<file path="config.mk">
export PLATFORM = sky130hd
export DESIGN_NAME = logrid_incr
export DESIGN_NICKNAME = d
export VERILOG_FILES = /design/src/rtl/logrid_pkg.sv /design/src/rtl/logrid_incr.sv
export SDC_FILE = /design/constraint.sdc
export NUM_CORES = 1
export LEC_CHECK = 0
export ABC_AREA = 1
export BUFFER_PORTS_ARGS = -buffer_cell sky130_fd_sc_hd__buf_2
export CAP_MARGIN = 20
export CORE_UTILIZATION = 45
export DETAILED_ROUTE_END_ITERATION = 8
export GPL_ROUTABILITY_DRIVEN = 0
export PLACE_DENSITY = 0.73
export SYNTH_ARGS = -nofsm -noshare
export SYNTH_HDL_FRONTEND = slang
export SYNTH_SLANG_ARGS = --single-unit
</file>
<file path="constraint.sdc">
create_clock -name vclk -period 10.48
set_input_delay 1.572 -clock vclk [all_inputs]
set_output_delay 1.572 -clock vclk [all_outputs]
set_load 0.02 [all_outputs]
</file>
<file path="src/rtl/logrid_pkg.sv">
`default_nettype none

package logrid_pkg;

  localparam int POS_W     = 24;
  localparam int LO_W      = 16;
  localparam int CFG_W     = 24;
  localparam int CFG_IDX_W = 3;
  localparam int CNT_OUT_W = 13;

  localparam logic signed [LO_W-1:0] HIT_INC_RST   = 16'sd1661;
  localparam logic signed [LO_W-1:0] MISS_INC_RST  = -16'sd3471;
  localparam logic signed [LO_W-1:0] MIN_LO_RST    = -16'sd8161;
  localparam logic signed [LO_W-1:0] MAX_LO_RST    = 16'sd14238;
  localparam logic signed [LO_W-1:0] OCC_THR_RST   = 16'sd1661;
  localparam logic signed [LO_W-1:0] PRIOR_LO_RST  = 16'sd0;

  typedef enum logic [1:0] {
    ACT_ADD    = 2'd0,
    ACT_COMMIT = 2'd1,
    ACT_READ   = 2'd2,
    ACT_NONE   = 2'd3
  } act_t;

  typedef enum logic [1:0] {
    ST_OK      = 2'd0,
    ST_OUTSIDE = 2'd1,
    ST_IGNORED = 2'd2,
    ST_FULL    = 2'd3
  } status_t;

  typedef enum logic [1:0] {
    OCC_UNKNOWN  = 2'd0,
    OCC_FREE     = 2'd1,
    OCC_OCCUPIED = 2'd2
  } occ_t;

  typedef enum logic [CFG_IDX_W-1:0] {
    REG_HIT_INC    = 3'd0,
    REG_MISS_INC   = 3'd1,
    REG_MIN_LO     = 3'd2,
    REG_MAX_LO     = 3'd3,
    REG_OCC_THR    = 3'd4,
    REG_PRIOR_LO   = 3'd5,
    REG_ORIGIN_COL = 3'd6,
    REG_ORIGIN_ROW = 3'd7
  } reg_idx_t;

  typedef enum logic [3:0] {
    S_CLEAR,
    S_IDLE,
    S_LOCATE,
    S_RD,
    S_PT_CHK,
    S_RD_CHK,
    S_LST_RD,
    S_CEL_RD,
    S_MISS,
    S_HIT,
    S_EMIT
  } state_t;

  typedef struct packed {
    logic signed [LO_W-1:0] min_lo;
    logic signed [LO_W-1:0] max_lo;
    logic signed [LO_W-1:0] thr;
  } lims_t;

endpackage

`default_nettype wire

</file>
<file path="src/rtl/logrid_incr.sv">
`default_nettype none

module logrid_incr #(
  parameter int LOG_ODDS_BITS = 16
) (
  input  wire logic signed [(LOG_ODDS_BITS > 16 ? LOG_ODDS_BITS : 16)-1:0] cur_i,
  input  wire logic signed [logrid_pkg::LO_W-1:0]                         inc_i,
  input  wire logrid_pkg::lims_t                                          lims_i,
  output logic signed [LOG_ODDS_BITS-1:0]                                 val_o,
  output logrid_pkg::occ_t                                                occ_o
);

  localparam int VW = (LOG_ODDS_BITS > 16) ? LOG_ODDS_BITS : 16;
  localparam int SW = VW + 1;
  localparam longint SAT_HI_L = (64'sd1 <<< (LOG_ODDS_BITS - 1)) - 64'sd1;
  localparam longint SAT_LO_L = -(64'sd1 <<< (LOG_ODDS_BITS - 1));
  localparam logic signed [SW-1:0] SAT_HI = SW'(SAT_HI_L);
  localparam logic signed [SW-1:0] SAT_LO = SW'(SAT_LO_L);

  logic signed [logrid_pkg::LO_W-1:0] mn;
  logic signed [logrid_pkg::LO_W-1:0] mx;
  logic signed [logrid_pkg::LO_W-1:0] thr;
  logic signed [SW-1:0] sum;
  logic signed [SW-1:0] s_max;
  logic signed [SW-1:0] s_min;
  logic signed [SW-1:0] s_sat;

  assign mn  = lims_i.min_lo;
  assign mx  = lims_i.max_lo;
  assign thr = lims_i.thr;

  // The upper bound is applied first, so a lower bound above the upper one wins.
  always_comb begin
    sum   = SW'(cur_i) + SW'(inc_i);
    s_max = (sum > SW'(mx)) ? SW'(mx) : sum;
    s_min = (s_max < SW'(mn)) ? SW'(mn) : s_max;
    if (s_min > SAT_HI) begin
      s_sat = SAT_HI;
    end else if (s_min < SAT_LO) begin
      s_sat = SAT_LO;
    end else begin
      s_sat = s_min;
    end
    val_o = s_sat[LOG_ODDS_BITS-1:0];
    occ_o = (s_sat >= SW'(thr)) ? logrid_pkg::OCC_OCCUPIED : logrid_pkg::OCC_FREE;
  end

endmodule

`default_nettype wire

</file>
# [After elaboration in Yosys (flattened, before gate mapping)]
# Index checks and enable logic that the tools add are counted.
[word_totals] ff_bits=0 latchBits=0 ram_bits=0 romBits=0 inputBits=80 output_inout_bits=18 elab_cells=11 memories=0
[op_classes] n_addsub=1 n_mul=0 div_mod_pow=0 n_lt_le_gt_ge=5 n_eq_ne=0 n_shift=0 n_mux=5 n_bitwise=0 n_reduce_logical=0
[ops] operator="17-bit 2-to-1 mux" count=4
[ops] operator="16-bit by 16-bit adder with 17-bit output" count=1
[ops] operator="17-bit by 16-bit greater-or-equal comparator with 1-bit output" count=1
[ops] operator="17-bit by 16-bit > comparator with 1-bit output" count=1
[ops] operator="17-bit by 16-bit > comparator with 1-bit output (second input constant)" count=1
[ops] operator="17-bit by 16-bit < comparator with 1-bit output" count=1
[ops] operator="17-bit by 16-bit < comparator with 1-bit output (second input constant)" count=1
[ops] operator="2-bit 2-to-1 mux" count=1

# [Logic depth before layout (Yosys ltp)]
# Gate-level depths: netlist of run 1.
[logic_depth] ltp_word=10 ltp_mapped=46 mapped_depth_nobuf=44

# [Worst setup path before layout of run 1]
# No wires, ideal clock.
[synth_timing] path_type="input-to-output" from="input cur_i[0] (netlist name)" to="output occ_o[1]" arrival_ns=7.770 required_time_ns=8.908 slack_ns=1.138 path_stages=44 path_buffers=3 cell_sequence="ha_1 > inv_1 > fa_1 > o21bai_1 > a21o_1 > nand3_1 > nand2_1 > nand2_1 > nand2_1 > inv_1 > ha_1 > nand2_1 > nor2_2 > nand2_2 > nor2_2 > nand2_2 > nand3_1 > nand2_1 > [... 8 more ...] > a211oi_1 > o221ai_1 > a21oi_1 > nand2_2 > nand2_4 > nand4_2 > buf_6 > nand2_1 > nand2_1 > ha_1 > inv_1 > nor4_1 > inv_1 > nor2_1 > nand3_1 > o211ai_1 > mux2_2 > inv_1"
[synth_between] elab_chain_len=10 elab_cells_between_ends=11 cone_classes="add/sub: 1; order compare: 5; mux: 5"
[synth_rtl] element="start, declared" line="logrid_incr.sv:6" text="input wire logic signed [(LOG_ODDS_BITS > 16 ? LOG_ODDS_BITS : 16)-1:0] cur_i,"
[synth_rtl] element="16-bit by 16-bit adder with 17-bit output (*)" line="logrid_incr.sv:34" text="sum = SW'(cur_i) + SW'(inc_i);"
[synth_rtl] element="17-bit by 16-bit > comparator with 1-bit output" line="logrid_incr.sv:35" text="s_max = (sum > SW'(mx)) ? SW'(mx) : sum;"
[synth_rtl] element="17-bit 2-to-1 mux (*)" line="logrid_incr.sv:35"
[synth_rtl] element="17-bit by 16-bit < comparator with 1-bit output" line="logrid_incr.sv:36" text="s_min = (s_max < SW'(mn)) ? SW'(mn) : s_max;"
[synth_rtl] element="17-bit 2-to-1 mux (*)" line="logrid_incr.sv:36"
[synth_rtl] element="17-bit by 16-bit < comparator with 1-bit output" line="logrid_incr.sv:39" text="end else if (s_min < SAT_LO) begin"
[synth_rtl] element="17-bit 2-to-1 mux" line="logrid_incr.sv:39"
[synth_rtl] element="17-bit 2-to-1 mux (*)" line="logrid_incr.sv:37" text="if (s_min > SAT_HI) begin"
[synth_rtl] element="named net val_o[14]" line="logrid_incr.sv:9" text="output logic signed [LOG_ODDS_BITS-1:0] val_o,"
[synth_rtl] element="17-bit by 16-bit greater-or-equal comparator with 1-bit output (*)" line="logrid_incr.sv:45" text="occ_o = (s_sat >= SW'(thr)) ? logrid_pkg::OCC_OCCUPIED : logrid_pkg::OCC_FREE;"
[synth_rtl] element="2-bit 2-to-1 mux (*)" line="logrid_incr.sv:45"
[synth_rtl] element="end, declared" line="logrid_incr.sv:10" text="output logrid_pkg::occ_t occ_o"
# Mark *: on every way through the listed nets, which the timed path passes. The rest lies on a longest branch.

# [Worst setup path after layout of run 1]
[layout_timing] from="input cur_i[0] (netlist name)" to="output occ_o[1]"
[layout_between] elab_chain_len=10 elab_cells_between_ends=11 cone_classes="add/sub: 1; order compare: 5; mux: 5"
[layout_rtl] element="16-bit by 16-bit adder with 17-bit output (*)" line="logrid_incr.sv:34"
[layout_rtl] element="17-bit by 16-bit > comparator with 1-bit output" line="logrid_incr.sv:35"
[layout_rtl] element="17-bit 2-to-1 mux (*)" line="logrid_incr.sv:35"
[layout_rtl] element="17-bit by 16-bit < comparator with 1-bit output" line="logrid_incr.sv:36"
[layout_rtl] element="17-bit 2-to-1 mux (*)" line="logrid_incr.sv:36"
[layout_rtl] element="17-bit by 16-bit < comparator with 1-bit output" line="logrid_incr.sv:39"
[layout_rtl] element="17-bit 2-to-1 mux" line="logrid_incr.sv:39"
[layout_rtl] element="17-bit 2-to-1 mux (*)" line="logrid_incr.sv:37"
[layout_rtl] element="17-bit by 16-bit greater-or-equal comparator with 1-bit output (*)" line="logrid_incr.sv:45"
[layout_rtl] element="2-bit 2-to-1 mux (*)" line="logrid_incr.sv:45"
# Mark *: on every way between the ends. The rest lies on a longest branch, timed or not.

==> results.yml, run 1 <==
grt:
  grt_start_max_net_pins: 18
  grt-busiest-layer: "met2"
  use_met3_pct: 0.682
  grt_pass1_vias: 3074
  grt_use_met1_pct: 26.4
  grt_usage_pct: 22.8
  met2_usage_pct: 44.5
  antenna_found_initial: 0
  overflow: 0
  grt_pass1_wl_mm: 12.4
sta:
  setup_viol: 0
  period_minus_slack_ns: 9.78
  fin_crit_sh_pct: 93.3
  finalHoldViolations: 0
  slew_headroom_pct: 70.8
  slew_viol_final: 0
  tns_ns: 0
  fmax_ghz: 0.102
  worst_pin_slew_ns: 0.433
worst_setup_path:
  critPathKind: "in2out"
  crit_end: "occ_o[1]"
  crit_top_cell: "nand2_1"
  cp_max_fo: 17
  start_kind: "primary input"
  worst_ep_required_time_ns: 8.91
  end_kind: "output pin"
  critPathArrivalTime_ns: 8.21
  critical_path.max_stage_delay_ns: 0.43
  cp_slowest_cell: "fa_1"
  setup.worst_path.start: "cur_i[0]"
detailed_routing:
  post_drt_wl_per_cell_um: 11.2
  routed_wirelength_mm: 7.23
  drt-initial-drc-count: 121
  routed-via-count: 3270
  viasPerCell: 5.06
  firstDrtPassIters: 4
  drc: 0
  drtAntennaViolNets: 0
placement:
  dp_cells: 645
  port_buffers: 98
  post-dp-hpwl_mm: 6.51
cells_and_area:
  seq_area_um2: 0
  final_common_cell: "nand2_1"
  nets: 720
  syn_to_final_growth_pct: 21.9
  clkbuf_count: 0
  diodes: 0
  drive_gt1_share_pct: 21.9
  fill_cells: 626
  multi_input_area_um2: 2430
  final-instance-count-excl-fill: 646
  final_cell_mix: "152 x nand2_1, 98 x buf_2, 92 x inv_1"
  design.seq.count: 0
job:
  max_cap_violations: 0
synthesis:
  yosysWarnings: 0
  synth_nets: 625
  postSynthCellCount: 478
  synth_cell_types: 33
  ys_seq_area_share_pct: 0
  avgSynthCellArea_um2: 5.80
  syn_area_um2: 2770
power_and_ir_drop:
  p_per_area_nw_per_um2: 215
  power_uw: 726
  power_leakage_nw: 2.15
  vdd_drop_max_mv: 0.184
floorplan:
  row_count: 28
  start_util_pct: 46.8
  core-area_um2: 5920
  die_w_um: 80.5
  io_pins: 98
  die_height_um: 80.5
  die_area_um2: 6480
min_path:
  hold_class: "in2out"
status:
  status: "finished, final reports clean"
clocking:
  postCtsHoldBufs: 0
## worst max-delay path, delay by kind of cell
kind,cells,cell delay [ns]
AND/OR/NAND/NOR,27,3.33
adder cells (fa/ha/maj),5,1.49
buffers and inverters,10,0.90
AO/OA/AOI/OAI,3,0.55
multiplexers,1,0.37
## Yosys cell counts (all sizes together)
| master | number | area share (%) |
|---|---|---|
| fa | 1 | 0.72 |
| a221oi | 1 | 0.32 |
| o31ai | 1 | 0.27 |
| nand2 | 162 | 23 |
| xnor2 | 6 | 1.9 |
| a211oi | 4 | 1.1 |
| o211ai | 2 | 0.54 |
| nand4 | 7 | 1.8 |
| nand3 | 19 | 4.0 |
| inv | 93 | 13 |
| o21ai | 23 | 4.2 |
| nor4 | 6 | 1.4 |
| nor2 | 19 | 2.8 |
| xor2 | 7 | 2.2 |
| mux2 | 1 | 0.41 |
| o311ai | 1 | 0.32 |
| ha | 66 | 30 |
| nor3 | 6 | 1.1 |
| a31oi | 4 | 0.90 |
| nand3b | 1 | 0.41 |
| a21o | 4 | 1.1 |
| a21oi | 34 | 6.1 |
| o221ai | 1 | 0.32 |
| buf | 7 | 2.2 |
| o21bai | 2 | 0.54 |
## power breakdown
part	internal (mW)	switching, mW	total, mW	leakage, nW
Combinational	0.253	0.473	0.726	2.15
Sequential	0	0	0	0
Clock	0	0	0	0
Total	0.253	0.473	0.726	2.15
## cell families (layout without fill, tap and decap cells)
| logic type | after synthesis | after routing | synth area share (%) |
|---|---|---|---|
| AOI/OAI and AO/OA | 77 | 77 | 15.7 |
| muxes | 1 | 1 | 0.406 |
| and+or+nand+nor | 220 | 220 | 34.6 |
| buffers and inverters | 100 | 193 | 14.8 |
| xor gates and xnor gates | 13 | 13 | 4.11 |
| adders and majority gates | 67 | 67 | 30.5 |
## area by class of cell
cell class / instances / area share [%]
inverter: 93 / 10.4
multi-input combinational: 378 / 71.9
tap: 75 / 2.78
timing repair buffer: 100 / 15.0
## worst min path at each step
| stage | startpoint | endpoint | cells after the start |
|---|---|---|---|
| 2_1_floorplan | lims_i[47] | val_o[15] | 2 |
| 3_3_place_gp | lims_i[47] | val_o[15] | 4 |
| 3_5_place_dp | lims_i[47] | val_o[15] | 4 |
| 4_1_cts | lims_i[47] | val_o[15] | 4 |
| 5_1_grt | lims_i[47] | val_o[15] | 4 |
| 6_report | lims_i[47] | val_o[15] | 4 |
## through the flow
stage,worst slack [ns],cell area (um2),utilization [%],hold slack (ns)
floorplan,1.14,2770,-,3.36
global placement,0.450,3300,55.8,3.57
detailed placement,0.105,3300,55.8,3.58
CTS,0.0844,3300,55.8,3.58
global route,-0.0416,3380,57.1,3.60
finish,0.700,3380,57.1,3.58
## metal layers
layer / wire, um / vias to the layer above / share of wire (%)
met3: 400 / 13 / 5.5
met2: 3500 / 110 / 48
met1: 3190 / 1401 / 44
li1: - / 1746 / -
met4: 145 / 0 / 2.0
met5: 0 / - / 0
## what timing repair did
item / CTS / global route
gates resized for setup: 0 / 14
endpoints found under the setup margin: 0 / 2
buffers inserted: 0 / 1
Note: power is estimated with default switching activity, not from simulation.
==> run 2, diff against run 1 <==
==> constraint.sdc (replaced) <==
create_clock -name vclk -period 10.48
set_input_delay 1.572 -clock vclk [all_inputs]
set_output_delay 1.572 -clock vclk [all_outputs]
set_load 0.005 [all_outputs]
==> run 2 against run 1 <==
Cell count decreased by 0.15%. Highest routed layer unchanged. First-iteration DRC count decreased by 35%. Final area decreased by 0.59%. Critical path depth unchanged.
==> results.yml, run 2 (synthesis results as in run 1) <==
detailed_routing:
  top_layer: "met4"
  routed-via-count: 3245
  wl_met3_um: 401
  drc: 0
  firstDrtPassIters: 5
  drt-initial-drc-count: 79
  viasPerCell: 5.03
  wl_met2_mm: 3.28
  drtAntennaViolNets: 0
  routed_wirelength_mm: 7.04
  post_drt_wl_per_cell_um: 10.9
  wl_met1_mm: 3.19
sta:
  worst_slack_ns: 0.780
  fmax_ghz: 0.103
  finalHoldViolations: 0
  period_minus_slack_ns: 9.70
  slew_headroom_pct: 72.2
  slew_viol_final: 0
  fin_crit_sh_pct: 92.6
  worst_pin_slew_ns: 0.412
  setup_viol: 0
worst_setup_path:
  worst_ep_required_time_ns: 8.91
  cp_max_fo: 30
  crit_top_cell: "nand2_1"
  end_kind: "output pin"
  start_kind: "primary input"
  critical_path.max_stage_delay_ns: 0.43
  critPathArrivalTime_ns: 8.13
  cp_slowest_cell: "fa_1"
  critPathKind: "in2out"
power_and_ir_drop:
  power_leakage_nw: 2.15
  switching_share_pct: 61.0
  p_int_uw: 248
  p_per_area_nw_per_um2: 189
  seqPwrFrac_pct: 0
  clock_power_share_pct: 0
  combPwrFrac_pct: 100.0
  power_switching_uw: 387
  vdd_drop_max_mv: 0.165
floorplan:
  die_height_um: 80.5
  start_util_pct: 46.8
  row_count: 28
  io_pins: 98
  core-area_um2: 5920
  die_area_um2: 6480
  die_w_um: 80.5
status:
  status: "finished, final reports clean"
cells_and_area:
  final_area_um2: 3360
  final_util_pct: 56.8
  design.seq.count: 0
  clkbuf_count: 0
  fill_cells: 620
  syn_to_final_growth_pct: 21.2
  final_common_cell: "nand2_1"
  final-instance-count-excl-fill: 645
  final_cell_mix: "153 x nand2_1, 98 x buf_2, 92 x inv_1"
  diodes: 0
  drive_gt1_share_pct: 21.6
  seq_area_um2: 0
  nets: 719
grt:
  grt_pass1_wl_mm: 11.8
  overflow: 0
  grt_pass1_vias: 3030
  grt_usage_pct: 21.9
  grt_start_max_net_pins: 31
  antenna_found_initial: 0
placement:
  post-dp-hpwl_mm: 6.31
  pre_cts_slack_ns: 0.481
  dp_cells: 645
  port_buffers: 98
  place_area_um2: 3320
job:
  max_cap_violations: 0
min_path:
  hold_class: "in2out"
-- run 2: changes by cell type in the layout (fill, tap and decap cells not counted), sizes merged --
cell / previous run / this run
buf: 100 / 99
-- run 2: power groups by stage --
| stage | Sequential, mW | Clock (mW) | Combinational (mW) |
|---|---|---|---|
| 2_1_floorplan | 0 | 0 | 0.454 |
| 3_3_place_gp | 0 | 0 | 0.605 |
| 3_5_place_dp | 0 | 0 | 0.618 |
| 4_1_cts | 0 | 0 | 0.622 |
| 5_1_grt | 0 | 0 | 0.737 |
| 6_report | 0 | 0 | 0.635 |
-- run 2: layer usage --
layer / vias to the layer above / GRT usage [%]
met2: 107 / 41.6
met4: 0 / 6.43
met3: 16 / 1.36
met1: 1375 / 25.8
li1: 1747 / -
met5: - / 0
-- run 2: critical path, delay by kind of cell --
| kind | cells | cell delay, ns |
|---|---|---|
| adders and majority gates | 5 | 1.49 |
| muxes | 1 | 0.37 |
| and+or+nand+nor | 27 | 3.27 |
| buffers and inverters | 10 | 0.83 |
| AOI/OAI and AO/OA | 3 | 0.61 |
-- run 2: area by class of cell --
class / count / area, um2 / share of cell area (%)
multi-input combinational: 378 / 2410 / 71.6
timing repair buffer: 99 / 510 / 15.2
inverter: 93 / 349 / 10.4
tap: 75 / 93.8 / 2.79
-- run 2: through the flow --
step / hold WS, ns / TNS, ns / power [mW]
after floorplan: 3.28 / 0 / 0.454
after global placement: 3.53 / 0 / 0.605
after detailed placement: 3.54 / 0 / 0.618
after CTS: 3.54 / 0 / 0.622
after global routing: 3.56 / -0.0235 / 0.737
final: 3.55 / 0 / 0.635
-- run 2: repair_timing --
action | 4_1_cts | 5_1_grt
hold buffers | 0 | 0
endpoints found under the setup margin | 0 | 2
buffers inserted | 0 | 0
resized for setup | 0 | 7
endpoints found under the hold margin | 0 | 0
-- run 2: path summary, 6_finish.rpt --
| check | startpoint | to | slack, ns | cells after the start |
|---|---|---|---|---|
| max | cur_i[0] | occ_o[1] | 0.78 | 46 |
| min | lims_i[47] | val_o[15] | 3.55 | 4 |
